<file path="src/rtl/core/firq_pkg.sv">
// shared constants and types of the q15 fir filter
package firq_pkg;

  localparam int unsigned TAPS_DEFAULT = 61;
  localparam int unsigned SAMPLE_W     = 16;
  localparam int unsigned COEF_W       = 16;
  localparam int unsigned TAP_IDX_W    = 6;
  localparam int unsigned PROD_W       = SAMPLE_W + COEF_W;
  localparam int unsigned RND_BIAS     = 16384;
  localparam int unsigned RND_SHIFT    = 15;

  localparam logic CMD_FILTER = 1'b0;
  localparam logic CMD_LOAD   = 1'b1;

  typedef enum logic [1:0] {
    ST_IDLE,
    ST_RUN,
    ST_DONE
  } state_e;

endpackage

</file>
<file path="src/rtl/core/fir_filter_q15_circular.sv">
// direct-form q15 fir filter with circular delay line and coefficient memories
//
// input channel (in_valid_i / in_ready_o) takes two kinds of request: a load
// request (command 1) writes tap_value_i into the coefficient memory at
// tap_index_i, ignored when tap_index_i >= TAPS, and produces no
// result; a filter request (command 0) writes sample_i into the delay line and
// produces one filtered_o result on the output channel (out_valid_o /
// out_ready_i).
// a filter request runs one shared multiply-accumulate over the taps, one tap
// per cycle: memory read, multiply, accumulate. once the last product is
// accumulated, the result passes to the final state and is loaded into the
// output register, and in_ready_o rises with it; until then no request is taken.
// the output register holds a result while the receiver stalls; the next
// request is accepted meanwhile, and its result waits in the final state until
// the output register is free.
// reset clears the valid bits of both memories, so every coefficient and
// delay-line entry reads as zero until written, and the write position is zero.
// no clearing pass is needed after reset.
module fir_filter_q15_circular #(
  parameter int unsigned TAPS = firq_pkg::TAPS_DEFAULT
) (
  input  logic                                clk_i,
  input  logic                                rst_ni,
  input  logic                                in_valid_i,
  output logic                                in_ready_o,
  input  logic                                command_i,
  input  logic signed [firq_pkg::SAMPLE_W-1:0] sample_i,
  input  logic [firq_pkg::TAP_IDX_W-1:0]      tap_index_i,
  input  logic signed [firq_pkg::COEF_W-1:0]   tap_value_i,
  output logic                                out_valid_o,
  input  logic                                out_ready_i,
  output logic signed [firq_pkg::SAMPLE_W-1:0] filtered_o
);

  localparam int unsigned AW    = (TAPS > 1) ? $clog2(TAPS) : 1;
  localparam int unsigned CW    = $clog2(TAPS + 1);
  localparam int unsigned XW    = (CW > firq_pkg::TAP_IDX_W) ? CW : firq_pkg::TAP_IDX_W;
  localparam int unsigned ACC_W = firq_pkg::PROD_W + AW;

  localparam logic [XW-1:0]    TAPS_X = XW'(TAPS);
  localparam logic [CW-1:0]    TAPS_C = CW'(TAPS);
  localparam logic [AW-1:0]    LAST   = AW'(TAPS - 1);
  localparam logic [ACC_W-1:0] BIAS   = ACC_W'(firq_pkg::RND_BIAS);

  firq_pkg::state_e state_q, state_d;

  logic                               in_acc;
  logic                               ld_we;
  logic                               smp_we;
  logic                               rd_en;
  logic                               out_load;
  logic [XW-1:0]                      tap_x;

  logic [AW-1:0]                      wp_q;
  logic [AW-1:0]                      pos_q;
  logic [CW-1:0]                      cnt_q;
  logic                               rd_q;
  logic                               mul_q;
  logic [TAPS-1:0]                    coef_vld_q;
  logic [TAPS-1:0]                    dly_vld_q;
  logic                               coef_ok_q;
  logic                               dly_ok_q;

  logic signed [firq_pkg::COEF_W-1:0]   coef_mem [TAPS];
  logic signed [firq_pkg::SAMPLE_W-1:0] dly_mem  [TAPS];
  logic signed [firq_pkg::COEF_W-1:0]   coef_rd_q;
  logic signed [firq_pkg::SAMPLE_W-1:0] dly_rd_q;
  logic signed [firq_pkg::COEF_W-1:0]   coef_m;
  logic signed [firq_pkg::SAMPLE_W-1:0] dly_m;
  logic signed [firq_pkg::PROD_W-1:0]   prod_d;
  logic signed [firq_pkg::PROD_W-1:0]   prod_q;
  logic signed [ACC_W-1:0]              acc_q;
  logic [ACC_W-1:0]                     rnd;

  logic                                 out_valid_q;
  logic signed [firq_pkg::SAMPLE_W-1:0] filtered_q;

  assign tap_x  = XW'(tap_index_i);
  assign in_acc = in_valid_i && in_ready_o;
  assign ld_we  = in_acc && (command_i == firq_pkg::CMD_LOAD) && (tap_x < TAPS_X);
  assign smp_we = in_acc && (command_i == firq_pkg::CMD_FILTER);
  assign rd_en  = (state_q == firq_pkg::ST_RUN) && (cnt_q != TAPS_C);

  // state machine
  always_ff @(posedge clk_i or negedge rst_ni) begin
    if (!rst_ni) begin
      state_q <= firq_pkg::ST_IDLE;
    end else begin
      state_q <= state_d;
    end
  end

  always_comb begin
    state_d    = state_q;
    in_ready_o = 1'b0;
    out_load   = 1'b0;
    unique case (state_q)
      firq_pkg::ST_IDLE: begin
        in_ready_o = 1'b1;
        if (in_valid_i && (command_i == firq_pkg::CMD_FILTER)) begin
          state_d = firq_pkg::ST_RUN;
        end
      end
      firq_pkg::ST_RUN: begin
        if ((cnt_q == TAPS_C) && !rd_q && !mul_q) begin
          state_d = firq_pkg::ST_DONE;
        end
      end
      firq_pkg::ST_DONE: begin
        if (!out_valid_q || out_ready_i) begin
          out_load = 1'b1;
          state_d  = firq_pkg::ST_IDLE;
        end
      end
      default: begin
        state_d = firq_pkg::ST_IDLE;
      end
    endcase
  end

  // positions, tap counter and pipeline control
  always_ff @(posedge clk_i or negedge rst_ni) begin
    if (!rst_ni) begin
      wp_q       <= '0;
      pos_q      <= '0;
      cnt_q      <= '0;
      rd_q       <= 1'b0;
      mul_q      <= 1'b0;
      coef_vld_q <= '0;
      dly_vld_q  <= '0;
      coef_ok_q  <= 1'b0;
      dly_ok_q   <= 1'b0;
    end else begin
      rd_q  <= rd_en;
      mul_q <= rd_q;
      if (ld_we) begin
        coef_vld_q[tap_x[AW-1:0]] <= 1'b1;
      end
      if (smp_we) begin
        dly_vld_q[wp_q] <= 1'b1;
        pos_q           <= wp_q;
        cnt_q           <= '0;
        wp_q            <= (wp_q == LAST) ? '0 : wp_q + 1'b1;
      end else if (rd_en) begin
        coef_ok_q <= coef_vld_q[cnt_q[AW-1:0]];
        dly_ok_q  <= dly_vld_q[pos_q];
        cnt_q     <= cnt_q + 1'b1;
        pos_q     <= (pos_q == '0) ? LAST : pos_q - 1'b1;
      end
    end
  end

  // coefficient memory
  always_ff @(posedge clk_i) begin
    if (ld_we) begin
      coef_mem[tap_x[AW-1:0]] <= tap_value_i;
    end
    if (rd_en) begin
      coef_rd_q <= coef_mem[cnt_q[AW-1:0]];
    end
  end

  // delay-line memory
  always_ff @(posedge clk_i) begin
    if (smp_we) begin
      dly_mem[wp_q] <= sample_i;
    end
    if (rd_en) begin
      dly_rd_q <= dly_mem[pos_q];
    end
  end

  // multiply and accumulate
  assign coef_m = coef_ok_q ? coef_rd_q : '0;
  assign dly_m  = dly_ok_q ? dly_rd_q : '0;
  assign prod_d = firq_pkg::PROD_W'(coef_m) * firq_pkg::PROD_W'(dly_m);

  always_ff @(posedge clk_i) begin
    if (rd_q) begin
      prod_q <= prod_d;
    end
    if (smp_we) begin
      acc_q <= '0;
    end else if (mul_q) begin
      acc_q <= acc_q + ACC_W'(prod_q);
    end
  end

  // round, shift and keep the low bits
  assign rnd = acc_q + BIAS;

  always_ff @(posedge clk_i or negedge rst_ni) begin
    if (!rst_ni) begin
      out_valid_q <= 1'b0;
    end else if (out_load) begin
      out_valid_q <= 1'b1;
    end else if (out_ready_i) begin
      out_valid_q <= 1'b0;
    end
  end

  always_ff @(posedge clk_i) begin
    if (out_load) begin
      filtered_q <= rnd[firq_pkg::RND_SHIFT +: firq_pkg::SAMPLE_W];
    end
  end

  assign out_valid_o = out_valid_q;
  assign filtered_o  = filtered_q;

endmodule

</file>
<file path="config.mk">
export PLATFORM = sky130hd
export DESIGN_NAME = fir_filter_q15_circular
export DESIGN_NICKNAME = d
export VERILOG_FILES = /design/src/rtl/core/firq_pkg.sv /design/src/rtl/core/fir_filter_q15_circular.sv
export SDC_FILE = /design/constraint.sdc
export NUM_CORES = 2
export LEC_CHECK = 0
export ABC_AREA = 1
export BUFFER_PORTS_ARGS = -buffer_cell sky130_fd_sc_hd__buf_2
export CELL_PAD_IN_SITES_DETAIL_PLACEMENT = 1
export CELL_PAD_IN_SITES_GLOBAL_PLACEMENT = 2
export CORE_UTILIZATION = 48
export CTS_CLUSTER_DIAMETER = 80
export DETAILED_ROUTE_END_ITERATION = 8
export GPL_TIMING_DRIVEN = 0
export MAX_ROUTING_LAYER = met4
export PLACE_DENSITY_LB_ADDON = 0.1
export REMOVE_ABC_BUFFERS = 1
export SLEW_MARGIN = 20
export SYNTH_ARGS = -nofsm -noshare
export SYNTH_HDL_FRONTEND = slang
export SYNTH_SLANG_ARGS = --single-unit
</file>
<file path="constraint.sdc">
create_clock -name clk_i -period 14.8 [get_ports clk_i]
set_input_delay 2.96 -clock clk_i [delete_from_list [all_inputs] [get_ports clk_i]]
set_output_delay 2.96 -clock clk_i [all_outputs]
set_load 0.02 [all_outputs]
</file>
* Word-level counts from Yosys, hierarchy flattened
Memories as Yosys holds them, arrays and structs flattened. A register that Yosys moved wholly into a read port is not among the register bits. Index checks and enable logic that the tools add are counted.
Operators by class: $lt $le $gt $ge 7, reduce and logical (&&, ||, !) cells 20, shift-type cells 0, muxes and demuxes 29, bitwise gates (word level) 4, div/mod/pow operators 0, equal/unequal tests 8, $add $sub $neg 5, multiply operators 1
Operators with widths (number):
- OR 61 bit | 2
- adder 38 x 32 -> 38 bit | 1
- two-way mux 6 bit | 6
- multiplier 16 x 16 -> 32 bit | 1
- two-way mux 16 bit | 2
- adder 31 x 15 -> 31 bit (second input constant) | 1
- less-than comparator 6 x 7 -> 1 bit (second input constant) | 4
- two-way mux 1 bit | 13
- adder 6 x 1 -> 6 bit (second input constant) | 2
- binary-select mux 1 bit (select 6 bit) | 2
- demux 1 bit (select 6 bit) | 2
- == test 6 bit (second input constant) | 2
- >= comparator 6 x 1 -> 1 bit (second input constant) | 2
- logical AND 1 bit | 10
- logical NOT 6 bit | 1
- less-than comparator 6 bit (second input constant) | 1
- two-way mux 2 bit | 3
- inequality test 6 bit (second input constant) | 1
- one-hot mux 2 bit (3 select lines) | 1
- subtractor 6 x 1 -> 6 bit (second input constant) | 1
- inequality test 2 bit (second input constant) | 2
- nonzero test 2 bit | 2
- logical NOT 1 bit | 3
- AND reduction 3 bit | 1
- other kinds (7) | 8
Word-level totals: output and inout port bits 18, flip-flop bits (word level) 233, memory bits (read-only) 0, memories 2, RAM bits 1952, input port bits 43, word-level logic and storage cells 90, bits in latches 0
Memories:
- coef_mem | depth 61, bits a word 16, rd ports 1, clocked after Yosys merged registers in 1, write ports 1, line fir_filter_q15_circular.sv:64 | logic signed [firq_pkg::COEF_W-1:0] coef_mem [TAPS];
- dly_mem | depth 61, bits a word 16, rd ports 1, clocked after Yosys merged registers in 1, write ports 1, line fir_filter_q15_circular.sv:65 | logic signed [firq_pkg::SAMPLE_W-1:0] dly_mem [TAPS];

* Logic depth before layout (Yosys ltp)
depth after elaboration 7, depth in mapped cells 29, mapped depth without buffers 26

* Worst setup path before layout
No wires, ideal clock.
kind register to register, start register dly_ok_q, end register prod_q[29] in the netlist's numbering, data pin, clock period less this slack 5.813 ns, path buffers 2, setup time 0.253 ns, data required time 14.547 ns, stages on the path, launching flop included 21, data arrival time 5.560 ns, path slack 8.987 ns, cell sequence dfrtp_1 > buf_2 > clkbuf_1 > nand2_1 > nor2_1 > fa_1 > fa_1 > fa_1 > fa_1 > fa_1 > inv_1 > fa_1 > inv_1 > ha_1 > nand2_1 > nor2_1 > inv_1 > nor4_1 > o21ai_0 > nand4_1 > nand2_1
Between the ends: word-level cells in the longest chain between the ends 2
RTL lines:
- start, declared | line fir_filter_q15_circular.sv:62 | logic dly_ok_q;
- start signal, assigned | line fir_filter_q15_circular.sv:146 | dly_ok_q <= dly_vld_q[pos_q];
- two-way mux 16 bit | line fir_filter_q15_circular.sv:175 | assign dly_m = dly_ok_q ? dly_rd_q : '0;
- multiplier 16 x 16 -> 32 bit | line fir_filter_q15_circular.sv:176 | assign prod_d = firq_pkg::PROD_W'(coef_m) * firq_pkg::PROD_W'(dly_m);
- via prod_d, one bit | line fir_filter_q15_circular.sv:70 | logic signed [firq_pkg::PROD_W-1:0] prod_d;
- end signal, assigned | line fir_filter_q15_circular.sv:180 | prod_q <= prod_d;
- end, declared | line fir_filter_q15_circular.sv:71 | logic signed [firq_pkg::PROD_W-1:0] prod_q;
The timed path passes the listed nets, and every way through them passes these cells. A chain may end at the register's enable or synchronous reset.

* Worst setup path in the final report
Same ends and word-level chain as after synthesis.

==> metrics.md <==
| Metric | Value |
|---|---|
| Reg area | `between 60000 and 70000 um^2` |
| Max Clk Rate | `about 0.14 GHz` |
| Share of cells above drive strength 1 | `under 10%` |
| Hold_ws | `around 0.46 ns` |
| CTS Root Buffer Type | `clkbuf_16` |
| Final worst-path cycle share | `between 40% and 50%` |
| Pwr Density | `roughly 230 nW/um^2` |
| DR DRC count | `0` |
| Worst Path Arrival | `7.73 ns` |
| CTS Buf Count | `roughly 230` |
| Post-DP HPWL | `between 150000 and 200000 um` |
| Die width | `around 450 um` |
| Unrepaired setup endpoints after global routing | `false` |
| GP Congestion | `~0.86` |
| Mapped Cells | `8359` |
| Yosys cell types | `44` |
| Post-Route WL | `about 300000 um` |
| Top_reg_cell synth | `edfxtp_1` |
| GRT Total Usage | `29.87%` |
| Slowest-stage cell, CP | `fa_1` |
| Reg clk slew, reported paths | `0.06 ns` |
| Slew margin rel. | `about 23%` |
| Core ar. | `approximately 200000 um^2` |
| Top delay family on crit path | `adder cells` |
| Number of synthesis warnings | `0` |
| Clk Latency, worst-skew pair | `0.88 ns` |
| Final #Nets | `approximately 8700` |
| First-pass GRT wire length | `between 400000 and 500000 um` |
| Worst setup EP type | `flop` |
| Sequential share of the synthesized area | `66.29%` |
| Worst Tran Pin Value | `about 1.2 ns` |
| TritonCTS clock tree | `built` |
| Crit-path most repeated cell | `fa_1` |
| Fraction of registers with async set/reset | `approximately 6.7%` |
| Yosys reg bits | `between 2000 and 2500` |
| Clock Skews | `~0.087 ns` |
| Status | `finished, final reports clean` |
| Initial Util | `around half` |
| Vias | `about 66000` |
| Synth top cells by count | `edfxtp_1, nor2_1, nand2_1, o21ai_0, inv_1` |
| Max-slew violations | `0` |
| DRT antenna net count | `0` |
| Most common cell in the synthesized netlist | `edfxtp_1` |
| Global route overflow | `0` |
| Data required, critical path | `~15 ns` |
| Vias in the first global route | `about 69000` |
| WL/cell | `26.83 um` |
| Worst-path maximum fanout | `17` |
| Fillers | `around 20000` |
| Multi-input logic area | `around 30000 um^2` |
| Top post-synthesis cells by area | `edfxtp_1, fa_1, nor2_1` |
| Sink Count | `2209` |
| CP bufs+invs | `3` |
| Antenna violations before repair | `9` |
| Ports | `between 60 and 70` |
| Post-cts sizing count | `0` |
| Netlist area before placement | `about 100000 um^2` |
| Synth top area share | `around 62%` |
| Area growth, synth to finish | `12.55%` |
| Min-Delay Path Class | `reg2reg` |
| CTS Hold Bufs | `0` |
| # Post-CTS Setup Buffers | `0` |
| Clock Path Buffers | `3` |
| Hold Violations, Final | `0` |
| Max Cap Viol | `0` |
| Critical path, cell by cell | `nand2_1, nor2_1, fa_1, fa_1, fa_1, fa_1, fa_1, inv_1, fa_1, inv_1, ha_1, nand2_1, nor2_1, inv_1, nor4_1, o21ai_0, nand4_1, nand2_1` |
| Maximum vdd drop | `about 0.30 mV` |
| Setup CP Type | `reg2reg` |
| Final min period | `roughly 7 ns` |
| Post-synth top area cell | `edfxtp_1` |
| PortBufs | `60` |
| Full die area | `between 200000 and 250000 um^2` |
| Largest net degree at the start of global routing | `between 100 and 150` |
| LEAKAGE | `between 30 and 40 nW` |
| EDFF count, synth | `between 2000 and 2500` |
| Std-Cell Rows | `between 150 and 200` |
| Setup violations, final | `0` |
| Setup crit start kind | `flop` |
| Detailed Route Iter0 Violations | `between 5000 and 6000` |
| Post-route cell area | `110800 um^2` |
| Avg Cell Area, Syn | `11.78 um^2` |
| DP Area | `a little over 100000 um^2` |
| Via density per instance | `just under 6` |
| Die Span Y | `around 450 um` |
| Pre-antenna DRT Iters | `6` |
| CTS HTree Levels | `4` |
| Slowest stage delay, CP | `0.85 ns` |
-- routing by layer --
metal  up-vias  wire, um  global-route usage, %
met3       382     15930                  3.531
met5         -         0                      -
met1     34730    133000                  41.38
met4         0      6969                  7.244
li1      29470         -                      -
met2      1814    144100                  47.28
-- cells in the final DEF, fill, tap and decap left out, types with 43 or more instances in the layout --
cell / count
a211oi_1: 48
a21oi_1: 297
buf_16: 43
buf_4: 44
buf_8: 45
clkbuf_1: 61
clkbuf_16: 226
clkinv_1: 59
dfrtp_1: 136
edfxtp_1: 2031
fa_1: 257
ha_1: 117
inv_1: 527
nand2_1: 961
nand3_1: 455
nand4_1: 80
nor2_1: 1153
nor2_2: 61
nor2_4: 57
nor3_1: 76
o211ai_1: 160
o21ai_0: 951
o221ai_1: 66
o22ai_1: 147
or2_2: 65
xor2_1: 47
-- stage by stage --
step,instances,util (%),power [W],TNS (ns),setup slack (ns)
after floorplan,7882,-,0.01534,-22.35,-1.338
after global placement,10610,49.30,0.01996,-1379.99,-24.24
after detailed placement,10750,50.94,0.01997,0,7.407
after CTS,11180,54.60,0.02576,0,7.632
after global routing,11180,54.61,0.02715,0,7.210
final,11180,54.62,0.02557,0,7.634
-- cell type report --
| cell class | count | share of cell area [%] |
|---|---|---|
| sequential | 2209 | 58.93 |
| multi-input combinational | 5117 | 26.79 |
| clock buffer | 300 | 5.470 |
| tap | 2672 | 3.016 |
| timing repair buffer | 200 | 2.595 |
| inverter | 556 | 1.937 |
| clock inverter | 123 | 1.241 |
| antenna | 6 | 0.01355 |
-- worst min-delay path, stage by stage, from the launching register on --
cell	delay, ns
dfrtp_1	0.32
inv_1	0.04
o21ai_0	0.06
-- power breakdown --
group / switching [W] / internal [W] / total [W]
registers: 0.000334 / 0.00724 / 0.00757
logic: 0.00843 / 0.00383 / 0.0123
clock network: 0.00245 / 0.00328 / 0.00573
total: 0.0112 / 0.0144 / 0.0256
-- sequential cells by signal (all words and copies together), names as in the netlist --
signal,cells
coef_ok_q,1
rd_q,1
acc_q,31
state_q,2
prod_q,31
mul_q,1
dly_ok_q,1
coef_vld_q,61
pos_q,6
coef_mem,976
dly_mem,976
filtered_o,16
dly_vld_q,61
cnt_q,6
coef_rd_q,16
wp_q,6
out_valid_o,1
dly_rd_q,16
-- logic make-up after synthesis --
| family | synth area share [%] |
|---|---|
| buffers and inverters | 4.222 |
| XOR/XNOR | 0.5069 |
| flip-flops | 66.29 |
| adder cells (fa/ha/maj) | 6.711 |
| AO/OA/AOI/OAI | 9.892 |
| AND/OR/NAND/NOR | 12.37 |
-- path summary, 6_finish.rpt --
check                               start        endpoint  slack, ns  cells after the start
setup / recovery                 dly_ok_q      prod_q[29]       7.63                     18
hold reg to reg            coef_vld_q[49]  coef_vld_q[49]       0.46                      2
hold / removal             coef_vld_q[49]  coef_vld_q[49]       0.46                      2
max in group asynchronous          rst_ni           mul_q      11.76                      2
setup reg to reg                 dly_ok_q      prod_q[29]       7.63                     18
min in group asynchronous          rst_ni   dly_vld_q[49]       2.07                      1
Power figures use the tool's default switching activity.
